<file path="config.mk">
export PLATFORM = sky130hd
export DESIGN_NAME = tcc_ratio
export DESIGN_NICKNAME = d
export VERILOG_FILES = /design/src/rtl/tcc_pkg.sv /design/src/rtl/tcc_ratio.sv
export SDC_FILE = /design/constraint.sdc
export NUM_CORES = 2
export LEC_CHECK = 0
export ABC_AREA = 1
export CAP_MARGIN = 20
export CORE_MARGIN = 3
export CORE_UTILIZATION = 30
export CTS_CLUSTER_SIZE = 16
export DETAILED_ROUTE_END_ITERATION = 8
export DONT_BUFFER_PORTS = 1
export GPL_TIMING_DRIVEN = 0
export PLACE_DENSITY = 0.44
export REMOVE_ABC_BUFFERS = 1
export SYNTH_ARGS = -nofsm -noshare
export SYNTH_HDL_FRONTEND = slang
export SYNTH_SLANG_ARGS = --single-unit
</file>
<file path="constraint.sdc">
create_clock -name clk_i -period 5.9 [get_ports clk_i]
set_clock_uncertainty 0.1 [all_clocks]
set_input_delay 0.59 -clock clk_i [delete_from_list [all_inputs] [get_ports clk_i]]
set_output_delay 0.59 -clock clk_i [all_outputs]
set_load 0.005 [all_outputs]
</file>
<file path="src/rtl/tcc_pkg.sv">
// Shared types, constants and the natural log table of the thermistor temperature converter.
package tcc_pkg;

  localparam int AdcBits = 10;
  localparam int LnEntries = 256;
  localparam int LnIdxBits = 8;
  localparam int CcBits = 17;
  localparam int RatioBits = 30;
  localparam int ResBits = 20;
  localparam int BetaBits = 14;
  localparam int LnBits = 38;
  localparam int TempBits = 17;

  localparam int T0Centi = 29815;
  localparam int ZeroCCenti = 27315;
  localparam int TempMax = 65535;

  localparam logic [2:0] CfgCalHalf = 3'd0;
  localparam logic [2:0] CfgCal3q   = 3'd1;
  localparam logic [2:0] CfgSeries  = 3'd2;
  localparam logic [2:0] CfgNominal = 3'd3;
  localparam logic [2:0] CfgBeta    = 3'd4;

  typedef enum logic [1:0] {
    ErrOk       = 2'd0,
    ErrCalEqual = 2'd1,
    ErrRange    = 2'd2
  } tcc_err_e;

  typedef struct packed {
    logic             valid;
    tcc_err_e         err;
    logic [CcBits-1:0] cc;
  } tcc_side_t;

  typedef logic [LnEntries:0][31:0] ln_rom_t;

  // Shift and subtract quotient, used only while the table is built.
  function automatic longint unsigned div_u64(longint unsigned n, longint unsigned d);
    longint unsigned q;
    longint unsigned r;
    q = '0;
    r = '0;
    for (int b = 63; b >= 0; b--) begin
      r = (r << 1) | ((n >> b) & 64'd1);
      q = q << 1;
      if (r >= d) begin
        r = r - d;
        q = q | 64'd1;
      end
    end
    return q;
  endfunction

  // Entry i holds ln(1 + i/N) in Q0.32, from 2 * atanh(i / (2N + i)).
  function automatic ln_rom_t build_ln_rom();
    ln_rom_t rom;
    longint unsigned u;
    longint unsigned u2;
    longint unsigned p;
    longint unsigned s;
    longint unsigned j;
    rom = '0;
    for (int i = 0; i <= LnEntries; i++) begin
      u = div_u64(64'(i) << 32, 64'(2 * LnEntries + i));
      u2 = (u * u) >> 32;
      p = u;
      s = u;
      j = 3;
      while (j < 80 && p != 0) begin
        p = (p * u2) >> 32;
        s = s + div_u64(p, j);
        j = j + 2;
      end
      rom[i] = 32'(2 * s);
    end
    return rom;
  endfunction

  localparam ln_rom_t LnRom = build_ln_rom();
  localparam logic [31:0] Ln2 = LnRom[LnEntries];

endpackage

</file>
<file path="src/rtl/tcc_ratio.sv">
// Divider ratio stage: maps a sample to a Q0.30 ratio and its complement through a pipelined restoring divider.
module tcc_ratio (
  input  logic                              clk_i,
  input  logic                              rst_ni,
  input  logic                              valid_i,
  input  logic [tcc_pkg::AdcBits-1:0]       sample_i,
  input  logic [tcc_pkg::AdcBits-1:0]       cal_half_i,
  input  logic [tcc_pkg::AdcBits-1:0]       cal_3q_i,
  output tcc_pkg::tcc_side_t                side_o,
  output logic [tcc_pkg::RatioBits-1:0]     ratio_o,
  output logic [tcc_pkg::RatioBits-1:0]     ratio_c_o
);
  import tcc_pkg::*;

  localparam int QBits = 29;
  localparam logic [RatioBits-1:0] Half = RatioBits'(1) << QBits;

  typedef struct packed {
    logic [AdcBits:0]   rem;
    logic [QBits-1:0]   low;
    logic [QBits-1:0]   quo;
    logic [AdcBits:0]   dv;
    logic               neg;
    logic               ovf;
    logic               eq;
    logic [CcBits-1:0]  cc;
  } div_t;

  logic signed [AdcBits:0] x_d, dd_d;
  logic [AdcBits-1:0]      ax_d, ad_d;
  logic [CcBits-1:0]       cc_d;

  logic                    v1_q;
  logic [AdcBits-1:0]      ax_q, ad_q;
  logic                    neg_q, eq_q;
  logic [CcBits-1:0]       cc_q;

  div_t                    st_d [QBits+1];
  div_t                    st_q [QBits+1];
  logic [QBits:0]          vld_q;
  logic [AdcBits+1:0]      t;
  logic                    ge;

  tcc_side_t               side_d, side_q;
  logic [RatioBits-1:0]    ratio_d, ratio_q, ratio_c_d, ratio_c_q;

  assign x_d  = $signed({1'b0, sample_i}) - $signed({1'b0, cal_half_i});
  assign dd_d = $signed({1'b0, cal_3q_i}) - $signed({1'b0, cal_half_i});
  assign ax_d = x_d[AdcBits] ? AdcBits'(-x_d) : x_d[AdcBits-1:0];
  assign ad_d = dd_d[AdcBits] ? AdcBits'(-dd_d) : dd_d[AdcBits-1:0];
  assign cc_d = {{(CcBits-AdcBits){1'b0}}, sample_i} * CcBits'(100);

  always_comb begin
    st_d[0].rem = {1'b0, ax_q};
    st_d[0].low = {{(QBits-AdcBits){1'b0}}, ad_q};
    st_d[0].quo = '0;
    st_d[0].dv  = {ad_q, 1'b0};
    st_d[0].neg = neg_q;
    st_d[0].ovf = {1'b0, ax_q} >= {ad_q, 1'b0};
    st_d[0].eq  = eq_q;
    st_d[0].cc  = cc_q;
    t  = '0;
    ge = 1'b0;
    for (int k = 0; k < QBits; k++) begin
      t  = {st_q[k].rem, st_q[k].low[QBits-1]};
      ge = t >= {1'b0, st_q[k].dv};
      st_d[k+1]     = st_q[k];
      st_d[k+1].low = st_q[k].low << 1;
      st_d[k+1].quo = {st_q[k].quo[QBits-2:0], ge};
      st_d[k+1].rem = ge ? (AdcBits+1)'(t - {1'b0, st_q[k].dv}) : t[AdcBits:0];
    end
  end

  always_comb begin
    side_d.valid = vld_q[QBits];
    side_d.cc    = st_q[QBits].cc;
    if (st_q[QBits].eq) begin
      side_d.err = ErrCalEqual;
    end else if (st_q[QBits].ovf) begin
      side_d.err = ErrRange;
    end else begin
      side_d.err = ErrOk;
    end
    if (st_q[QBits].neg) begin
      ratio_d   = Half - RatioBits'(st_q[QBits].quo);
      ratio_c_d = Half + RatioBits'(st_q[QBits].quo);
    end else begin
      ratio_d   = Half + RatioBits'(st_q[QBits].quo);
      ratio_c_d = Half - RatioBits'(st_q[QBits].quo);
    end
  end

  always_ff @(posedge clk_i or negedge rst_ni) begin
    if (!rst_ni) begin
      v1_q   <= 1'b0;
      vld_q  <= '0;
      side_q <= '0;
    end else begin
      v1_q   <= valid_i;
      vld_q  <= {vld_q[QBits-1:0], v1_q};
      side_q <= side_d;
    end
  end

  always_ff @(posedge clk_i) begin
    ax_q      <= ax_d;
    ad_q      <= ad_d;
    neg_q     <= x_d[AdcBits] ^ dd_d[AdcBits];
    eq_q      <= (dd_d == '0);
    cc_q      <= cc_d;
    st_q      <= st_d;
    ratio_q   <= ratio_d;
    ratio_c_q <= ratio_c_d;
  end

  assign side_o    = side_q;
  assign ratio_o   = ratio_q;
  assign ratio_c_o = ratio_c_q;

endmodule

</file>
# == After elaboration in Yosys (flattened, before gate mapping) ==
# Index checks and enable logic that the tools add are counted.
# word_totals
register_bits,1774
latch_bits,0
ram_bits,0
romBits,0
inputBits,33
memories,0
# classes
addsub,34
mul,1
div,0
order_cmp,30
eq_ne,0
shifts,0
mux,34
n_bitwise,1
n_reduce_logical,1
# ops
op,n
12-bit by 11-bit >= comparator with 1-bit output,28
11-bit two-way mux,28
11-bit subtractor,28
30-bit two-way mux,2
"30-bit by 29-bit adder with 30-bit output, first input constant",1
"30-bit by 29-bit subtractor with 30-bit output, first input constant",1
10-bit by 10-bit subtractor with 11-bit output,2
10-bit two-way mux,2
10-bit negator,2
"10-bit by 5-bit multiplier with 15-bit output, second input constant",1
10-bit by 11-bit >= comparator with 1-bit output,1
11-bit >= comparator,1
11-bit zero test,1
2-bit two-way mux,2
1-bit XOR,1

# == Depth between registers and ports, before layout ==
# depth
ltp_word,3
depth_mapped,16

# == Least setup slack after synthesis ==
# Ideal clock, no wire load.
# synth_path
path_kind,input port to flip-flop
from,input sample_i[3] (netlist bit)
to,register cc_q[14]
arrival_time_ps,2717
slack_ps,2962
path_stages,14
n_path_buf,0
cell_sequence,ha_1 ha_1 inv_1 fa_1 inv_1 ha_1 inv_1 o21ai_0 nand2_1 nand2_1 a21oi_1 nor2_1 nor2_1 xor2_1
# synth_between
elab_chain_cells,1
# synth_rtl
item,line_no,source
from (decl),tcc_ratio.sv:6,"input logic [tcc_pkg::AdcBits-1:0] sample_i,"
10-bit by 5-bit multiplier with 15-bit output,tcc_ratio.sv:51,"assign cc_d = {{(CcBits-AdcBits){1'b0}}, sample_i} * CcBits'(100);"
named net cc_d[14],tcc_ratio.sv:31,logic [CcBits-1:0] cc_d;
to (signal assigned),tcc_ratio.sv:110,cc_q <= cc_d;
to (decl),tcc_ratio.sv:36,logic [CcBits-1:0] cc_q;
# The timed path passes the listed nets, and every way through them passes these cells.
# A chain may end at the register's enable or synchronous reset.

# == Worst setup path after layout ==
# layout_path
from,input sample_i[1] (netlist bit)
to,register cc_q[13]
# The elaborated chain is that of the path after synthesis.

==> metrics.yaml <==
critical_path:
  critPathCaptureType: "flop"
  slowest_stage: "dlygate4sd3_1"
  criticalPathCategory: "in2reg"
  max_stage_delay_ns: 0.60
  crit_buf_inv: 1
  cp_max_fo: 6
  worst_path_most_repeated_cell: "ha_1"
  r2r_slack_ns: 3.50
  path_cells: "dlygate4sd3_1 -> ha_1 -> ha_1 -> fa_1 -> ha_1 -> a21oi_1 -> o21ai_0 -> a21oi_1 -> nor2_1 -> nor2_1 -> xor2_1"
  crit_arrival_ns: 3.39
  critPathTopFamily: "adder cells"
  reg2reg_from: "st_d[883]"
  cp-start-kind: "input port"
  cp-startpoint: "sample_i[1]"
  worstPathRequired_ns: 6.52
sta:
  max_freq_mhz: 360
  setup_viol: 0
  tns_ns: 0
  min_period_ns: 2.78
  worst_slew_pin_slew_ns: 0.898
  max-slew-margin-rel: 0.400
  hold_viol: 0
  maxSlewViolCount: 0
  timing.final.crit_share: 0.471
  grt_setup_unrepaired: "no"
synth:
  synth_edf_count: 0
  syn_inst: 5387
  yosys.area_share.simple: 0.138
  synth_top_family_by_area: "simple AND/OR/NAND/NOR gates"
  yosys_warnings: 0
  syn_area_um2: 55400
  yosysSeqAreaShare: 0.619
  synth.area.top_cells: "dfxtp_1 (60%), ha_1 (8.0%), nand2_1 (6.3%)"
  synth-xor-area-share: 0.0318
  synth_top_area_cell: "dfxtp_1"
  synth_cell_type_count: 48
  synth_adder_area_share: 0.0929
  syn_avg_cell_area_um2: 10.3
  synth_ff_type: "dfxtp_1"
  ys_async_sr_fraction: 0.0288
  synth_seq_cells: 1700
  synth_top_area_frac: 0.597
  synth-compound-area-share: 0.0657
  synth_mux_area_frac: 0
drt:
  wirelength_um: 102000
  drc: 0
  vias: 33259
  final_antenna_net_count: 0
  vias_per_cell: 4.09
  wire_per_inst_um: 12.5
  first_iter_violations: 1571
  dr.pass1.iters: 7
cts:
  clockBufferDepth: 3
  clk_pin_slew_ns: 0.06
  clkLatencyLatePin_ns: 0.80
  cts_tree: "yes"
  post_cts_resized: 0
  numCtsBuffers: 175
  root_buffer: "clkbuf_16"
  clock_sinks: 1700
  cts_htree_levels: 4
final_layout:
  stdcell_area_um2: 64300
  layout-drive-gt1-share: 0.0830
  num_antenna_cells: 0
  final-seq-area_um2: 34300
  area_delta_synth_final_pct: 16.2
  multiInputGateArea_um2: 18200
  fill_cells: 18290
  nets: 5948
power_and_ir_drop:
  swShare: 0.348
  vdd_drop_max_mv: 0.363
  comb_power_share: 0.326
  clkPwrFrac: 0.259
  seq_power_share: 0.415
  leakagePower_nw: 29.9
  p_per_area_nw_per_um2: 678
  p_int_mw: 28.4
  power_switching_mw: 15.2
global_route:
  grt_max_degree: 58
  grt_pass1_vias: 33214
  grt_usage: 0.108
  grt_pass1_wl_um: 169000
  grt_antenna_before_repair: 3
  grt_overflow: 0
job:
  drv_cap: 0
floorplanning:
  initial_core_util: 0.302
  die_w_um: 436
  die_h_um: 436
  std_cell_rows: 157
  io_pins: 113
  dieArea_um2: 190000
  core_area_um2: 183000
worst_hold_path:
  hold_class: "in2reg"
  hp-start: "sample_i[0]"
placed_design:
  gp_congestion: 0.848
  placed_area_um2: 58100
  hpwl_um: 75100
  port-buffer-count: 0
outcome:
  status: "finished, final reports clean"
## power groups by stage
| stage | Combinational (mW) | Sequential [mW] | Clock [mW] |
|---|---|---|---|
| floorplan | 11.3 | 17.5 | 0 |
| global placement | 14.2 | 18.5 | 0 |
| detailed placement | 14.2 | 18.5 | 0 |
| CTS | 14.3 | 18.2 | 11.8 |
| global route | 16.5 | 18.6 | 12.3 |
| finish | 14.2 | 18.1 | 11.3 |
## cell type report
cell class,count,area share
inverters,667,0.0392
flip-flops and latches,1700,0.533
well taps,2464,0.0479
multi-input cells,2968,0.282
clock buffers,232,0.0769
clock inverters,85,0.0180
repair buffers,13,0.00245
## per-layer routing
layer	part of all wire	vias to the layer above	GRT usage	wire length, µm
met2	0.46	499	0.180	46800
met1	0.46	14958	0.134	46900
li1	-	17567	-	-
met3	0.045	235	0.0266	4540
met4	0.035	0	0.0444	3520
met5	0	-	0	0
## through the flow
stage	util	hold slack, ns	cells	power (mW)	setup slack (ns)
after floorplan	-	0.194	5335	28.8	2.96
after global placement	0.317	0.195	7799	32.6	1.18
after detailed placement	0.317	0.195	7800	32.7	2.73
after CTS	0.351	0.00658	8129	44.4	3.26
after global routing	0.351	0.0478	8129	47.4	3.02
final	0.351	0.114	8129	43.6	3.12
## path summary, 6_finish.rpt
path / cells past startpoint / endpoint
hold reg to reg: 0 / st_d[2018]
setup / recovery: 11 / cc_q[13]
setup reg to reg: 12 / st_q[896]
hold / removal: 3 / cc_q[6]
min in group asynchronous: 2 / side_o[11]
max in group asynchronous: 2 / side_o[19]
## registers in the layout (all words and copies together), names as in the netlist
register / count
cc_q: 15
st_d: 1209
st_q: 331
eq_q: 1
v1_q: 1
side_d: 15
neg_q: 1
ax_q: 10
ratio_o: 30
ad_q: 10
side_o: 18
ratio_c_o: 29
vld_q: 30
## synthesized netlist by cell type, types with 15 or more instances
cell type and count:
nand4_1 70, nand3_2 18, xor2_1 131, a31oi_1 52, inv_2 15, ha_1 355
xnor2_1 70, o21ai_1 60, dfrtp_1 49, dfxtp_1 1651, o21ai_0 125, o21ai_2 88
nand2_1 925, nand3b_1 15, nor2_2 16, nor3_1 50, a21o_1 47, nand3_1 307
buf_6 19, fa_1 35, inv_1 646, nand2_2 19, nor2_1 318, a21oi_1 203
## worst min-delay path: cells and delay by family
family	cells	cell delay [ns]
fa+ha+maj	3	0.38
## cells by family (layout without fill, tap and decap cells)
logic type,after synthesis,after routing
simple gates,1769,1769
flops,1700,1700
buf+inv,720,997
compound gates,606,606
fa+ha+maj,390,390
xor+xnor,201,201
other cells,1,2
## cells in the final DEF (no fill, tap or decap), types with 15 or more instances in the layout
master     Yosys  final
clkbuf_8       0     33
nand2_2       19     19
ha_1         355    355
xor2_1       131    131
nor2_2        16     16
nor3_1        50     50
clkbuf_16      0    176
dfxtp_1     1651   1650
xnor2_1       70     70
bufinv_16      0     20
inv_2         15     16
inv_1        646    645
clkbuf_1       9     23
a31oi_1       52     52
nand2_1      925    925
a21o_1        47     47
nand3_1      307    307
nand4_1       70     70
a21oi_1      203    203
fa_1          35     35
o21ai_1       60     60
nor2_1       318    318
o21ai_0      125    125
o21ai_2       88     88
clkinv_2       0     36
nand3_2       18     18
dfrtp_1       49     49
nand3b_1      15     15
## timing repair
action / 4_1_cts / 5_1_grt
buffers inserted: 0 / 0
hold buffers: 12 / 0
endpoints found under the hold margin: 60 / 0
Power figures use the tool's default switching activity.
